$ cat src/hdl/his_pkg.sv
// Shared types and constants for the heap index sort core.
package his_pkg;

    localparam int S_KEY_BITS   = 32;
    localparam int POS_BITS     = 6;
    localparam int M_TDATA_BITS = 40;
    localparam int M_PAD_BITS   = M_TDATA_BITS - S_KEY_BITS - POS_BITS;

    typedef enum logic [4:0] {
        ST_LOAD,
        ST_INIT,
        ST_SETUP,
        ST_SK_BEGIN,
        ST_SK_RIDX,
        ST_SK_RKEY,
        ST_LV_BEGIN,
        ST_LV_AIDX,
        ST_LV_AKEY,
        ST_LV_BIDX,
        ST_LV_BKEY,
        ST_LV_CMP,
        ST_LV_SWAP,
        ST_SK_END,
        ST_EX_R0,
        ST_EX_RI,
        ST_EX_W0,
        ST_EX_WI,
        ST_OUT_RIDX,
        ST_OUT_RKEY,
        ST_OUT_LOAD,
        ST_OUT_WAIT
    } state_t;

    typedef enum logic [4:0] {
        OP_NONE,
        OP_LOAD,
        OP_INIT_WR,
        OP_BUILD_SETUP,
        OP_SK_BEGIN,
        OP_SK_RIDX,
        OP_SK_RKEY,
        OP_LV_BEGIN,
        OP_LV_AIDX,
        OP_LV_AKEY,
        OP_LV_BIDX,
        OP_LV_BKEY,
        OP_LV_CMP,
        OP_LV_SWAP,
        OP_BUILD_NEXT,
        OP_EXTRACT_SETUP,
        OP_EXTRACT_NEXT,
        OP_EX_R0,
        OP_EX_RI,
        OP_EX_W0,
        OP_EX_WI,
        OP_OUT_SETUP,
        OP_OUT_RIDX,
        OP_OUT_RKEY,
        OP_OUT_LOAD,
        OP_OUT_NEXT,
        OP_FINISH
    } dp_op_t;

    typedef struct packed {
        logic no_child;   // 2*root beyond bottom of heap
        logic one_child;  // 2*root is the bottom slot
        logic cur_lt_ch;  // sinking element below chosen child
        logic init_last;  // j is the last loaded slot
        logic k_zero;
        logic n_one;
        logic i_one;
        logic out_fire;   // result request taken this cycle
        logic out_last;
    } dp_status_t;

endpackage

$ cat src/hdl/his_ram.sv
// Generic single write port RAM with registered read.
module his_ram #(
    parameter int WIDTH = 32,
    parameter int DEPTH = 64
) (
    input  logic                     aclk,
    input  logic                     we,
    input  logic [$clog2(DEPTH)-1:0] waddr,
    input  logic [WIDTH-1:0]         wdata,
    input  logic [$clog2(DEPTH)-1:0] raddr,
    output logic [WIDTH-1:0]         rdata
);

    logic [WIDTH-1:0] mem_reg [DEPTH];
    logic [WIDTH-1:0] rdata_reg;

    always_ff @(posedge aclk) begin
        if (we) begin
            mem_reg[waddr] <= wdata;
        end
        rdata_reg <= mem_reg[raddr];
    end

    assign rdata = rdata_reg;

endmodule

$ cat src/hdl/his_ctrl.sv
// Sequencer for load, heap build, extraction and result output.
module his_ctrl (
    input  logic               aclk,
    input  logic               aresetn,
    input  logic               s_tvalid,
    input  logic               s_tlast,
    input  his_pkg::dp_status_t status,
    output logic               s_tready,
    output his_pkg::dp_op_t    op
);
    import his_pkg::*;

    state_t state_reg, state_next;
    logic   extract_reg, extract_next;

    always_ff @(posedge aclk) begin
        if (!aresetn) begin
            state_reg   <= ST_LOAD;
            extract_reg <= 1'b0;
        end else begin
            state_reg   <= state_next;
            extract_reg <= extract_next;
        end
    end

    always_comb begin
        state_next   = state_reg;
        extract_next = extract_reg;
        op           = OP_NONE;
        s_tready     = 1'b0;
        unique case (state_reg)
            ST_LOAD: begin
                s_tready = 1'b1;
                if (s_tvalid) begin
                    op = OP_LOAD;
                    if (s_tlast) begin
                        state_next = ST_INIT;
                    end
                end
            end
            ST_INIT: begin
                op = OP_INIT_WR;
                if (status.init_last) begin
                    state_next = ST_SETUP;
                end
            end
            ST_SETUP: begin
                op           = OP_BUILD_SETUP;
                extract_next = 1'b0;
                state_next   = ST_SK_BEGIN;
            end
            ST_SK_BEGIN: begin
                op         = OP_SK_BEGIN;
                state_next = status.no_child ? ST_SK_END : ST_SK_RIDX;
            end
            ST_SK_RIDX: begin
                op         = OP_SK_RIDX;
                state_next = ST_SK_RKEY;
            end
            ST_SK_RKEY: begin
                op         = OP_SK_RKEY;
                state_next = ST_LV_BEGIN;
            end
            ST_LV_BEGIN: begin
                op         = OP_LV_BEGIN;
                state_next = status.no_child ? ST_SK_END : ST_LV_AIDX;
            end
            ST_LV_AIDX: begin
                op         = OP_LV_AIDX;
                state_next = ST_LV_AKEY;
            end
            ST_LV_AKEY: begin
                op         = OP_LV_AKEY;
                state_next = status.one_child ? ST_LV_CMP : ST_LV_BIDX;
            end
            ST_LV_BIDX: begin
                op         = OP_LV_BIDX;
                state_next = ST_LV_BKEY;
            end
            ST_LV_BKEY: begin
                op         = OP_LV_BKEY;
                state_next = ST_LV_CMP;
            end
            ST_LV_CMP: begin
                op         = OP_LV_CMP;
                state_next = status.cur_lt_ch ? ST_LV_SWAP : ST_SK_END;
            end
            ST_LV_SWAP: begin
                op         = OP_LV_SWAP;
                state_next = ST_LV_BEGIN;
            end
            ST_SK_END: begin
                if (!extract_reg) begin
                    if (!status.k_zero) begin
                        op         = OP_BUILD_NEXT;
                        state_next = ST_SK_BEGIN;
                    end else if (status.n_one) begin
                        op         = OP_OUT_SETUP;
                        state_next = ST_OUT_RIDX;
                    end else begin
                        op           = OP_EXTRACT_SETUP;
                        extract_next = 1'b1;
                        state_next   = ST_EX_R0;
                    end
                end else if (status.i_one) begin
                    op         = OP_OUT_SETUP;
                    state_next = ST_OUT_RIDX;
                end else begin
                    op         = OP_EXTRACT_NEXT;
                    state_next = ST_EX_R0;
                end
            end
            ST_EX_R0: begin
                op         = OP_EX_R0;
                state_next = ST_EX_RI;
            end
            ST_EX_RI: begin
                op         = OP_EX_RI;
                state_next = ST_EX_W0;
            end
            ST_EX_W0: begin
                op         = OP_EX_W0;
                state_next = ST_EX_WI;
            end
            ST_EX_WI: begin
                op         = OP_EX_WI;
                state_next = ST_SK_BEGIN;
            end
            ST_OUT_RIDX: begin
                op         = OP_OUT_RIDX;
                state_next = ST_OUT_RKEY;
            end
            ST_OUT_RKEY: begin
                op         = OP_OUT_RKEY;
                state_next = ST_OUT_LOAD;
            end
            ST_OUT_LOAD: begin
                op         = OP_OUT_LOAD;
                state_next = ST_OUT_WAIT;
            end
            ST_OUT_WAIT: begin
                if (status.out_fire) begin
                    if (status.out_last) begin
                        op         = OP_FINISH;
                        state_next = ST_LOAD;
                    end else begin
                        op         = OP_OUT_NEXT;
                        state_next = ST_OUT_RIDX;
                    end
                end
            end
            default: begin
                state_next = ST_LOAD;
            end
        endcase
    end

endmodule

$ cat src/hdl/his_dpath.sv
// Key and index stores, heap slot registers, comparator and result register.
module his_dpath #(
    parameter int MAX_ITEMS = 64,
    parameter int KEY_BITS  = 32
) (
    input  logic                            aclk,
    input  logic                            aresetn,
    input  his_pkg::dp_op_t                 op,
    input  logic [his_pkg::S_KEY_BITS-1:0]  s_key,
    input  logic                            cfg_valid,
    input  logic                            cfg_data,
    input  logic                            m_tready,
    output his_pkg::dp_status_t             status,
    output logic                            m_valid,
    output logic [his_pkg::POS_BITS-1:0]    m_position,
    output logic [his_pkg::S_KEY_BITS-1:0]  m_key,
    output logic                            m_dropped,
    output logic                            m_last
);
    import his_pkg::*;

    localparam int IW = $clog2(MAX_ITEMS);
    localparam int CW = $clog2(MAX_ITEMS + 1);

    function automatic logic key_less(input logic [KEY_BITS-1:0] a,
                                      input logic [KEY_BITS-1:0] b,
                                      input logic                sgn);
        logic [KEY_BITS-1:0] flip;
        flip = KEY_BITS'(sgn) << (KEY_BITS - 1);
        return (a ^ flip) < (b ^ flip);
    endfunction

    // control state
    logic [CW-1:0] count_reg, count_next;
    logic          ovf_reg, ovf_next;
    logic          out_valid_reg, out_valid_next;
    logic          key_signed_reg;

    // working registers
    logic [IW-1:0]       j_reg, j_next;
    logic [IW-1:0]       root_reg, root_next;
    logic [IW-1:0]       bot_reg, bot_next;
    logic [IW-1:0]       k_reg, k_next;
    logic [IW-1:0]       i_reg, i_next;
    logic [IW-1:0]       cur_idx_reg, cur_idx_next;
    logic [KEY_BITS-1:0] cur_key_reg, cur_key_next;
    logic [IW-1:0]       ch_idx_reg, ch_idx_next;
    logic [KEY_BITS-1:0] ch_key_reg, ch_key_next;
    logic [IW-1:0]       ch_slot_reg, ch_slot_next;
    logic [IW-1:0]       b_idx_reg, b_idx_next;
    logic [IW-1:0]       out_pos_reg, out_pos_next;
    logic [KEY_BITS-1:0] out_key_reg, out_key_next;
    logic                out_last_reg, out_last_next;

    // stores
    logic                idx_we;
    logic [IW-1:0]       idx_waddr, idx_wdata, idx_raddr, idx_rdata;
    logic                key_we;
    logic [IW-1:0]       key_waddr;
    logic [KEY_BITS-1:0] key_rdata;

    logic [IW:0] two_r, two_r1, bot_ext;
    logic        j_is_last, cur_lt_ch, b_gt_a, store_full;

    his_ram #(.WIDTH(IW), .DEPTH(MAX_ITEMS)) u_idx_ram (
        .aclk  (aclk),
        .we    (idx_we),
        .waddr (idx_waddr),
        .wdata (idx_wdata),
        .raddr (idx_raddr),
        .rdata (idx_rdata)
    );

    his_ram #(.WIDTH(KEY_BITS), .DEPTH(MAX_ITEMS)) u_key_ram (
        .aclk  (aclk),
        .we    (key_we),
        .waddr (key_waddr),
        .wdata (KEY_BITS'(s_key)),
        .raddr (idx_rdata),
        .rdata (key_rdata)
    );

    assign two_r      = {root_reg, 1'b0};
    assign two_r1     = {root_reg, 1'b1};
    assign bot_ext    = (IW + 1)'(bot_reg);
    assign j_is_last  = (CW'(j_reg) + CW'(1)) == count_reg;
    assign cur_lt_ch  = key_less(cur_key_reg, ch_key_reg, key_signed_reg);
    assign b_gt_a     = key_less(ch_key_reg, key_rdata, key_signed_reg);
    assign store_full = count_reg >= CW'(MAX_ITEMS);

    assign key_we    = (op == OP_LOAD) && !store_full;
    assign key_waddr = IW'(count_reg);

    // index store address and write selection
    always_comb begin
        idx_we    = 1'b0;
        idx_waddr = root_reg;
        idx_wdata = ch_idx_reg;
        idx_raddr = root_reg;
        unique case (op)
            OP_INIT_WR: begin
                idx_we    = 1'b1;
                idx_waddr = j_reg;
                idx_wdata = j_reg;
            end
            OP_LV_BEGIN: idx_raddr = IW'(two_r);
            OP_LV_AKEY:  idx_raddr = IW'(two_r1);
            OP_LV_CMP: begin
                idx_we    = cur_lt_ch;
                idx_waddr = root_reg;
                idx_wdata = ch_idx_reg;
            end
            OP_LV_SWAP: begin
                idx_we    = 1'b1;
                idx_waddr = ch_slot_reg;
                idx_wdata = cur_idx_reg;
            end
            OP_EX_R0:    idx_raddr = '0;
            OP_EX_RI:    idx_raddr = i_reg;
            OP_EX_W0: begin
                idx_we    = 1'b1;
                idx_waddr = '0;
                idx_wdata = idx_rdata;
            end
            OP_EX_WI: begin
                idx_we    = 1'b1;
                idx_waddr = i_reg;
                idx_wdata = cur_idx_reg;
            end
            OP_OUT_RIDX: idx_raddr = j_reg;
            default: begin
                idx_we = 1'b0;
            end
        endcase
    end

    always_comb begin
        count_next     = count_reg;
        ovf_next       = ovf_reg;
        out_valid_next = out_valid_reg;
        j_next         = j_reg;
        root_next      = root_reg;
        bot_next       = bot_reg;
        k_next         = k_reg;
        i_next         = i_reg;
        cur_idx_next   = cur_idx_reg;
        cur_key_next   = cur_key_reg;
        ch_idx_next    = ch_idx_reg;
        ch_key_next    = ch_key_reg;
        ch_slot_next   = ch_slot_reg;
        b_idx_next     = b_idx_reg;
        out_pos_next   = out_pos_reg;
        out_key_next   = out_key_reg;
        out_last_next  = out_last_reg;

        if (out_valid_reg && m_tready) begin
            out_valid_next = 1'b0;
        end

        unique case (op)
            OP_LOAD: begin
                j_next = '0;
                if (store_full) begin
                    ovf_next = 1'b1;
                end else begin
                    count_next = count_reg + CW'(1);
                end
            end
            OP_INIT_WR:     j_next = j_reg + IW'(1);
            OP_BUILD_SETUP: begin
                k_next    = IW'(count_reg >> 1);
                root_next = IW'(count_reg >> 1);
                bot_next  = IW'(count_reg - CW'(1));
            end
            OP_SK_RIDX: cur_idx_next = idx_rdata;
            OP_SK_RKEY: cur_key_next = key_rdata;
            OP_LV_AIDX: ch_idx_next  = idx_rdata;
            OP_LV_AKEY: begin
                ch_key_next  = key_rdata;
                ch_slot_next = IW'(two_r);
            end
            OP_LV_BIDX: b_idx_next = idx_rdata;
            OP_LV_BKEY: begin
                // strict compare: right child wins only when larger
                if (b_gt_a) begin
                    ch_idx_next  = b_idx_reg;
                    ch_key_next  = key_rdata;
                    ch_slot_next = IW'(two_r1);
                end
            end
            OP_LV_SWAP:       root_next = ch_slot_reg;
            OP_BUILD_NEXT: begin
                k_next    = k_reg - IW'(1);
                root_next = k_reg - IW'(1);
            end
            OP_EXTRACT_SETUP: i_next = IW'(count_reg - CW'(1));
            OP_EXTRACT_NEXT:  i_next = i_reg - IW'(1);
            OP_EX_RI:         cur_idx_next = idx_rdata;
            OP_EX_WI: begin
                root_next = '0;
                bot_next  = i_reg - IW'(1);
            end
            OP_OUT_SETUP:     j_next = '0;
            OP_OUT_RKEY:      out_pos_next = idx_rdata;
            OP_OUT_LOAD: begin
                out_key_next   = key_rdata;
                out_last_next  = j_is_last;
                out_valid_next = 1'b1;
            end
            OP_OUT_NEXT:      j_next = j_reg + IW'(1);
            OP_FINISH: begin
                count_next = '0;
                ovf_next   = 1'b0;
            end
            default: begin
                j_next = j_reg;
            end
        endcase
    end

    always_ff @(posedge aclk) begin
        if (!aresetn) begin
            count_reg      <= '0;
            ovf_reg        <= 1'b0;
            out_valid_reg  <= 1'b0;
            key_signed_reg <= 1'b0;
        end else begin
            count_reg     <= count_next;
            ovf_reg       <= ovf_next;
            out_valid_reg <= out_valid_next;
            if (cfg_valid) begin
                key_signed_reg <= cfg_data;
            end
        end
    end

    always_ff @(posedge aclk) begin
        j_reg        <= j_next;
        root_reg     <= root_next;
        bot_reg      <= bot_next;
        k_reg        <= k_next;
        i_reg        <= i_next;
        cur_idx_reg  <= cur_idx_next;
        cur_key_reg  <= cur_key_next;
        ch_idx_reg   <= ch_idx_next;
        ch_key_reg   <= ch_key_next;
        ch_slot_reg  <= ch_slot_next;
        b_idx_reg    <= b_idx_next;
        out_pos_reg  <= out_pos_next;
        out_key_reg  <= out_key_next;
        out_last_reg <= out_last_next;
    end

    assign status.no_child  = two_r > bot_ext;
    assign status.one_child = two_r == bot_ext;
    assign status.cur_lt_ch = cur_lt_ch;
    assign status.init_last = j_is_last;
    assign status.k_zero    = k_reg == '0;
    assign status.n_one     = count_reg == CW'(1);
    assign status.i_one     = i_reg == IW'(1);
    assign status.out_fire  = out_valid_reg && m_tready;
    assign status.out_last  = out_last_reg;

    assign m_valid    = out_valid_reg;
    assign m_position = POS_BITS'(out_pos_reg);
    assign m_key      = S_KEY_BITS'(out_key_reg);
    assign m_dropped  = ovf_reg;
    assign m_last     = out_last_reg;

endmodule

$ cat src/hdl/heap_index_sort_core.sv
// Keys load one per cycle; sorting n keys takes an index init of n slots, n/2+1 build sifts
// and n-1 extractions, each followed by a sift from the root; a sift stops at once at a leaf,
// else it reads one or both children per level (RAM read latency sets pace). Each result is
// read out, then held until taken; no key is taken while a set is busy.
// Reset (aresetn low, synchronous) clears the fill count, overflow flag, compare mode
// and output valid; both stores stay undefined and need no clearing pass.
module heap_index_sort_core #(
    parameter int MAX_ITEMS = 64,
    parameter int KEY_BITS  = 32
) (
    input  logic                              aclk,
    input  logic                              aresetn,
    input  logic                              s_tvalid,
    output logic                              s_tready,
    input  logic [his_pkg::S_KEY_BITS-1:0]    s_tdata,   // [31:0] key
    input  logic                              s_tlast,   // last_in
    output logic                              m_tvalid,
    input  logic                              m_tready,
    output logic [his_pkg::M_TDATA_BITS-1:0]  m_tdata,   // [5:0] position, [37:6] sorted_key
    output logic                              m_tuser,   // [0] dropped
    output logic                              m_tlast,   // last
    input  logic                              cfg_valid,
    output logic                              cfg_ready,
    input  logic                              cfg_data   // key_signed
);
    import his_pkg::*;

    dp_op_t                  op;
    dp_status_t              status;
    logic [POS_BITS-1:0]     position;
    logic [S_KEY_BITS-1:0]   sorted_key;

    his_ctrl u_ctrl (
        .aclk     (aclk),
        .aresetn  (aresetn),
        .s_tvalid (s_tvalid),
        .s_tlast  (s_tlast),
        .status   (status),
        .s_tready (s_tready),
        .op       (op)
    );

    his_dpath #(.MAX_ITEMS(MAX_ITEMS), .KEY_BITS(KEY_BITS)) u_dpath (
        .aclk       (aclk),
        .aresetn    (aresetn),
        .op         (op),
        .s_key      (s_tdata),
        .cfg_valid  (cfg_valid),
        .cfg_data   (cfg_data),
        .m_tready   (m_tready),
        .status     (status),
        .m_valid    (m_tvalid),
        .m_position (position),
        .m_key      (sorted_key),
        .m_dropped  (m_tuser),
        .m_last     (m_tlast)
    );

    assign cfg_ready = 1'b1;
    assign m_tdata   = {{M_PAD_BITS{1'b0}}, sorted_key, position};

endmodule

$ cat config.mk
export PLATFORM = sky130hd
export DESIGN_NAME = heap_index_sort_core
export DESIGN_NICKNAME = d
export VERILOG_FILES = /design/src/hdl/his_pkg.sv /design/src/hdl/his_ram.sv /design/src/hdl/his_ctrl.sv /design/src/hdl/his_dpath.sv /design/src/hdl/heap_index_sort_core.sv
export SDC_FILE = /design/constraint.sdc
export NUM_CORES = 2
export LEC_CHECK = 0
export ABC_CLOCK_PERIOD_IN_PS = 5100
export BUFFER_PORTS_ARGS = -buffer_cell sky130_fd_sc_hd__clkbuf_2
export CORE_MARGIN = 4
export CORE_UTILIZATION = 63
export CTS_BUF_LIST = sky130_fd_sc_hd__clkbuf_16
export CTS_CLUSTER_DIAMETER = 30
export DETAILED_ROUTE_END_ITERATION = 8
export PLACE_DENSITY = 0.79
export SYNTH_ARGS = -nofsm -noshare
export SYNTH_HDL_FRONTEND = slang
export SYNTH_SLANG_ARGS = --single-unit
export TNS_END_PERCENT = 30
$ cat constraint.sdc
create_clock -name aclk -period 5.1 [get_ports aclk]
set_clock_uncertainty 0.2 [all_clocks]
set_input_delay 0.255 -clock aclk [delete_from_list [all_inputs] [get_ports aclk]]
set_output_delay 0.255 -clock aclk [all_outputs]
set_load 0.01 [all_outputs]
==> impl_metrics.env <==
export IMPL_p_leak_nw=40.85
export IMPL_multi_input_area_mm2=0.02344
export IMPL_cts_buffers=446
export IMPL_yosysUniqueCellTypes=75
export IMPL_initial_utilization=0.6340
export IMPL_worst_pin_slew_ps=1420
export IMPL_synthTopCellsByCount="edfxtp_1, mux4_2, nand2_1"
export IMPL_power_switching_w=0.02432
export IMPL_min_from="s_tdata[5]"
export IMPL_die_area_mm2=0.1703
export IMPL_path_class="reg -> reg"
export IMPL_cts_max_level=5
export IMPL_rr_startpoint="u_ctrl.state_reg[1]"
export IMPL_max_cap_violations=0
export IMPL_setup_worst_path_start="u_ctrl.state_reg[1]"
export IMPL_die_x_um=412.7
export IMPL_vias_per_cell=7.289
export IMPL_swShare=0.3170
export IMPL_syn_area_per_cell_um2=20.78
export IMPL_grt_overflow=0
export IMPL_placed_cells=7135
export IMPL_grt_antenna_before_repair=38
export IMPL_wl_um=309100
export IMPL_worst_r2r_cell_count=7
export IMPL_crit_required_ps=5460
export IMPL_syn2layout_area_growth_pct=19.33
export IMPL_p_seq_frac=0.346
export IMPL_p_int_w=0.05241
export IMPL_start_kind="flop"
export IMPL_r2r_end="u_dpath.u_idx_ram.mem_reg[34][1]"
export IMPL_clockBufferDepth=4
export IMPL_hold_violations=0
export IMPL_ant_nets=0
export IMPL_holdWs_ps=12.16
export IMPL_synthCells=4967
export IMPL_clockPowerShare=0.400
export IMPL_power_density_mw_per_mm2=623.1
export IMPL_min_path_cells=2
export IMPL_largest_reg_flops=2048
export IMPL_first_pass_iters=8
export IMPL_synth_edff_count=2589
export IMPL_post_route_min_period_ps=4697
export IMPL_wl_per_cell_um=38.57
export IMPL_grt_max_degree=98
export IMPL_drt_iter0_markers=10610
export IMPL_hold_path_endpoint="u_dpath.u_key_ram.mem_reg[35][5]"
export IMPL_ys_top_cells_by_area="edfxtp_1, mux4_2, nand2_1"
export IMPL_port_buffers=80
export IMPL_fmax_mhz=212.9
export IMPL_cp_end_kind="flop"
export IMPL_cts_resized=0
export IMPL_cts_tree="built"
export IMPL_crit_arrival_ps=5060
export IMPL_stdcell_count=8014
export IMPL_ys_ff_latch=2643
export IMPL_dp_hpwl_um=146400
export IMPL_synth_top_cell_area_share=0.7534
export IMPL_coreArea_mm2=0.1628
export IMPL_synth_most_common_cell="edfxtp_1"
export IMPL_outcome="completed"
export IMPL_row_count=148
export IMPL_syn_area_mm2=0.1032
export IMPL_place_congestion=0.8972
export IMPL_r2r_setup_slack_ps=400
export IMPL_critPathMaxFanout=25
export IMPL_ys_seq_area_frac=0.7638
export IMPL_synthArstFlopShare=0
export IMPL_drc=0
export IMPL_setup_tns_ps=0
export IMPL_drive_gt1_frac=0.3051
export IMPL_peakVddDrop_mv=0.6187
export IMPL_cts_sinks=2643
export IMPL_combPwrFrac=0.254
export IMPL_ys_flop_type="edfxtp_1"
export IMPL_drv_slew=0
export IMPL_final_seq_area_mm2=0.07885
export IMPL_grt_pass1_wl_um=441200
export IMPL_slew_headroom=0.05302
export IMPL_io_pins=84
export IMPL_synth_top_area_cell="edfxtp_1"
export IMPL_rsz0062_at_grt="false"
export IMPL_setup_viol=0
export IMPL_ys_warn_count=0
export IMPL_grt_pass1_vias=58849
export IMPL_vias=58411
export IMPL_hold_path_class="in -> reg"
export IMPL_fillers=7701
export IMPL_die_y_um=412.7
export IMPL_fin_crit_sh=0.9210
export IMPL_grt_use_total=0.3689
export IMPL_clkLatencyLatePin_ps=1000
export IMPL_clk_pin_slew_ps=60
export IMPL_cts_root_buf="clkbuf_16"
export IMPL_layout_nets=5575
## worst max-delay path: stages, from the launching register on
cell,delay (ps)
dfxtp_1,890
nor2b_1,210
and2_0,540
a222oi_1,730
nand2_1,240
nor2_1,240
nand2_1,310
a211oi_1,980
## through the flow
step | power (W) | instance area [µm²] | utilization | setup slack [ps]
5_1_grt | 0.07841 | 123100 | 0.7564 | 401.9
6_report | 0.07673 | 123100 | 0.7566 | 403.1
3_3_place_gp | 0.04443 | 107400 | 0.6595 | 986.2
4_1_cts | 0.07615 | 122800 | 0.7542 | 594.5
3_5_place_dp | 0.04478 | 107400 | 0.6595 | 814.7
2_1_floorplan | 0.03787 | 103200 | - | 1170
## kinds of logic (layout without fill, tap and decap cells)
logic type / count (synthesis) / after routing / share of synthesized area
other: 2 / 17 / 0.00007277
XOR/XNOR: 29 / 29 / 0.002461
multiplexers: 747 / 747 / 0.1547
flip-flops: 2643 / 2643 / 0.7638
AND/OR/NAND/NOR: 874 / 874 / 0.03891
adder cells (fa/ha/maj): 75 / 75 / 0.009093
buffers and inverters: 348 / 1205 / 0.01462
AO/OA/AOI/OAI: 249 / 249 / 0.01628
## power groups by stage
stage	combinational, W	clock (W)	sequential, W
after global routing	0.0200	0.0318	0.0266
final	0.0195	0.0307	0.0266
after global placement	0.0176	0	0.0269
after detailed placement	0.0179	0	0.0269
after floorplan	0.0117	0	0.0261
after CTS	0.0189	0.0307	0.0265
## layout make-up
type / instances / area share
Tap cell: 2175 / 0.02210
Sequential cell: 2643 / 0.6402
Multi-Input combinational cell: 1977 / 0.1904
Clock buffer: 449 / 0.09124
Clock inverter: 363 / 0.03140
Inverter: 85 / 0.002591
Timing Repair Buffer: 308 / 0.02178
Antenna cell: 14 / 0.0002845
## what timing repair did
action | CTS | global route
setup buffers | 0 | 0
hold endpoints to repair | 1232 | 704
hold buffers | 31 | 11
## layout by cell type, fill, tap and decap left out, drive strengths merged, types with 7 or more instances in the layout
cell and instances:
ha 75, dfxtp 54, a21o 32, nor2b 10, a211oi 12, mux4 677
and4 10, clkinv 133, nor3 49, nand2b 9, a32oi 19, nand2 389
nand4 45, nand4b 14, o21ai 30, xnor2 13, a21oi 75, mux2i 63
dlygate4sd3 42, o31ai 9, clkbuf 520, diode 14, nor2 137, clkinvlp 60
bufinv 63, edfxtp 2589, a31oi 21, buf 195, xor2 16, and2 10
mux2 7, nand3 166, a222oi 11, inv 192
## metal layers
metal,wire (µm),vias to the layer above,global-route usage
met5,145,-,0
met4,17930,20,0.1814
met3,39030,1212,0.1049
met2,151500,5801,0.5911
met1,100500,29730,0.4709
li1,-,21648,-
## worst max path at each step
stage                                                  end  slack, ps  cells after the start
after global routing      u_dpath.u_idx_ram.mem_reg[34][1]        400                      8
after global placement          u_dpath.u_idx_ram.rdata[1]        990                      9
after floorplan           u_dpath.u_key_ram.mem_reg[63][0]       1170                     10
after CTS                 u_dpath.u_idx_ram.mem_reg[34][1]        590                      7
final                     u_dpath.u_idx_ram.mem_reg[34][1]        400                      7
after detailed placement   u_dpath.u_idx_ram.mem_reg[4][3]        810                      7
(Power assumes the default switching activity.)
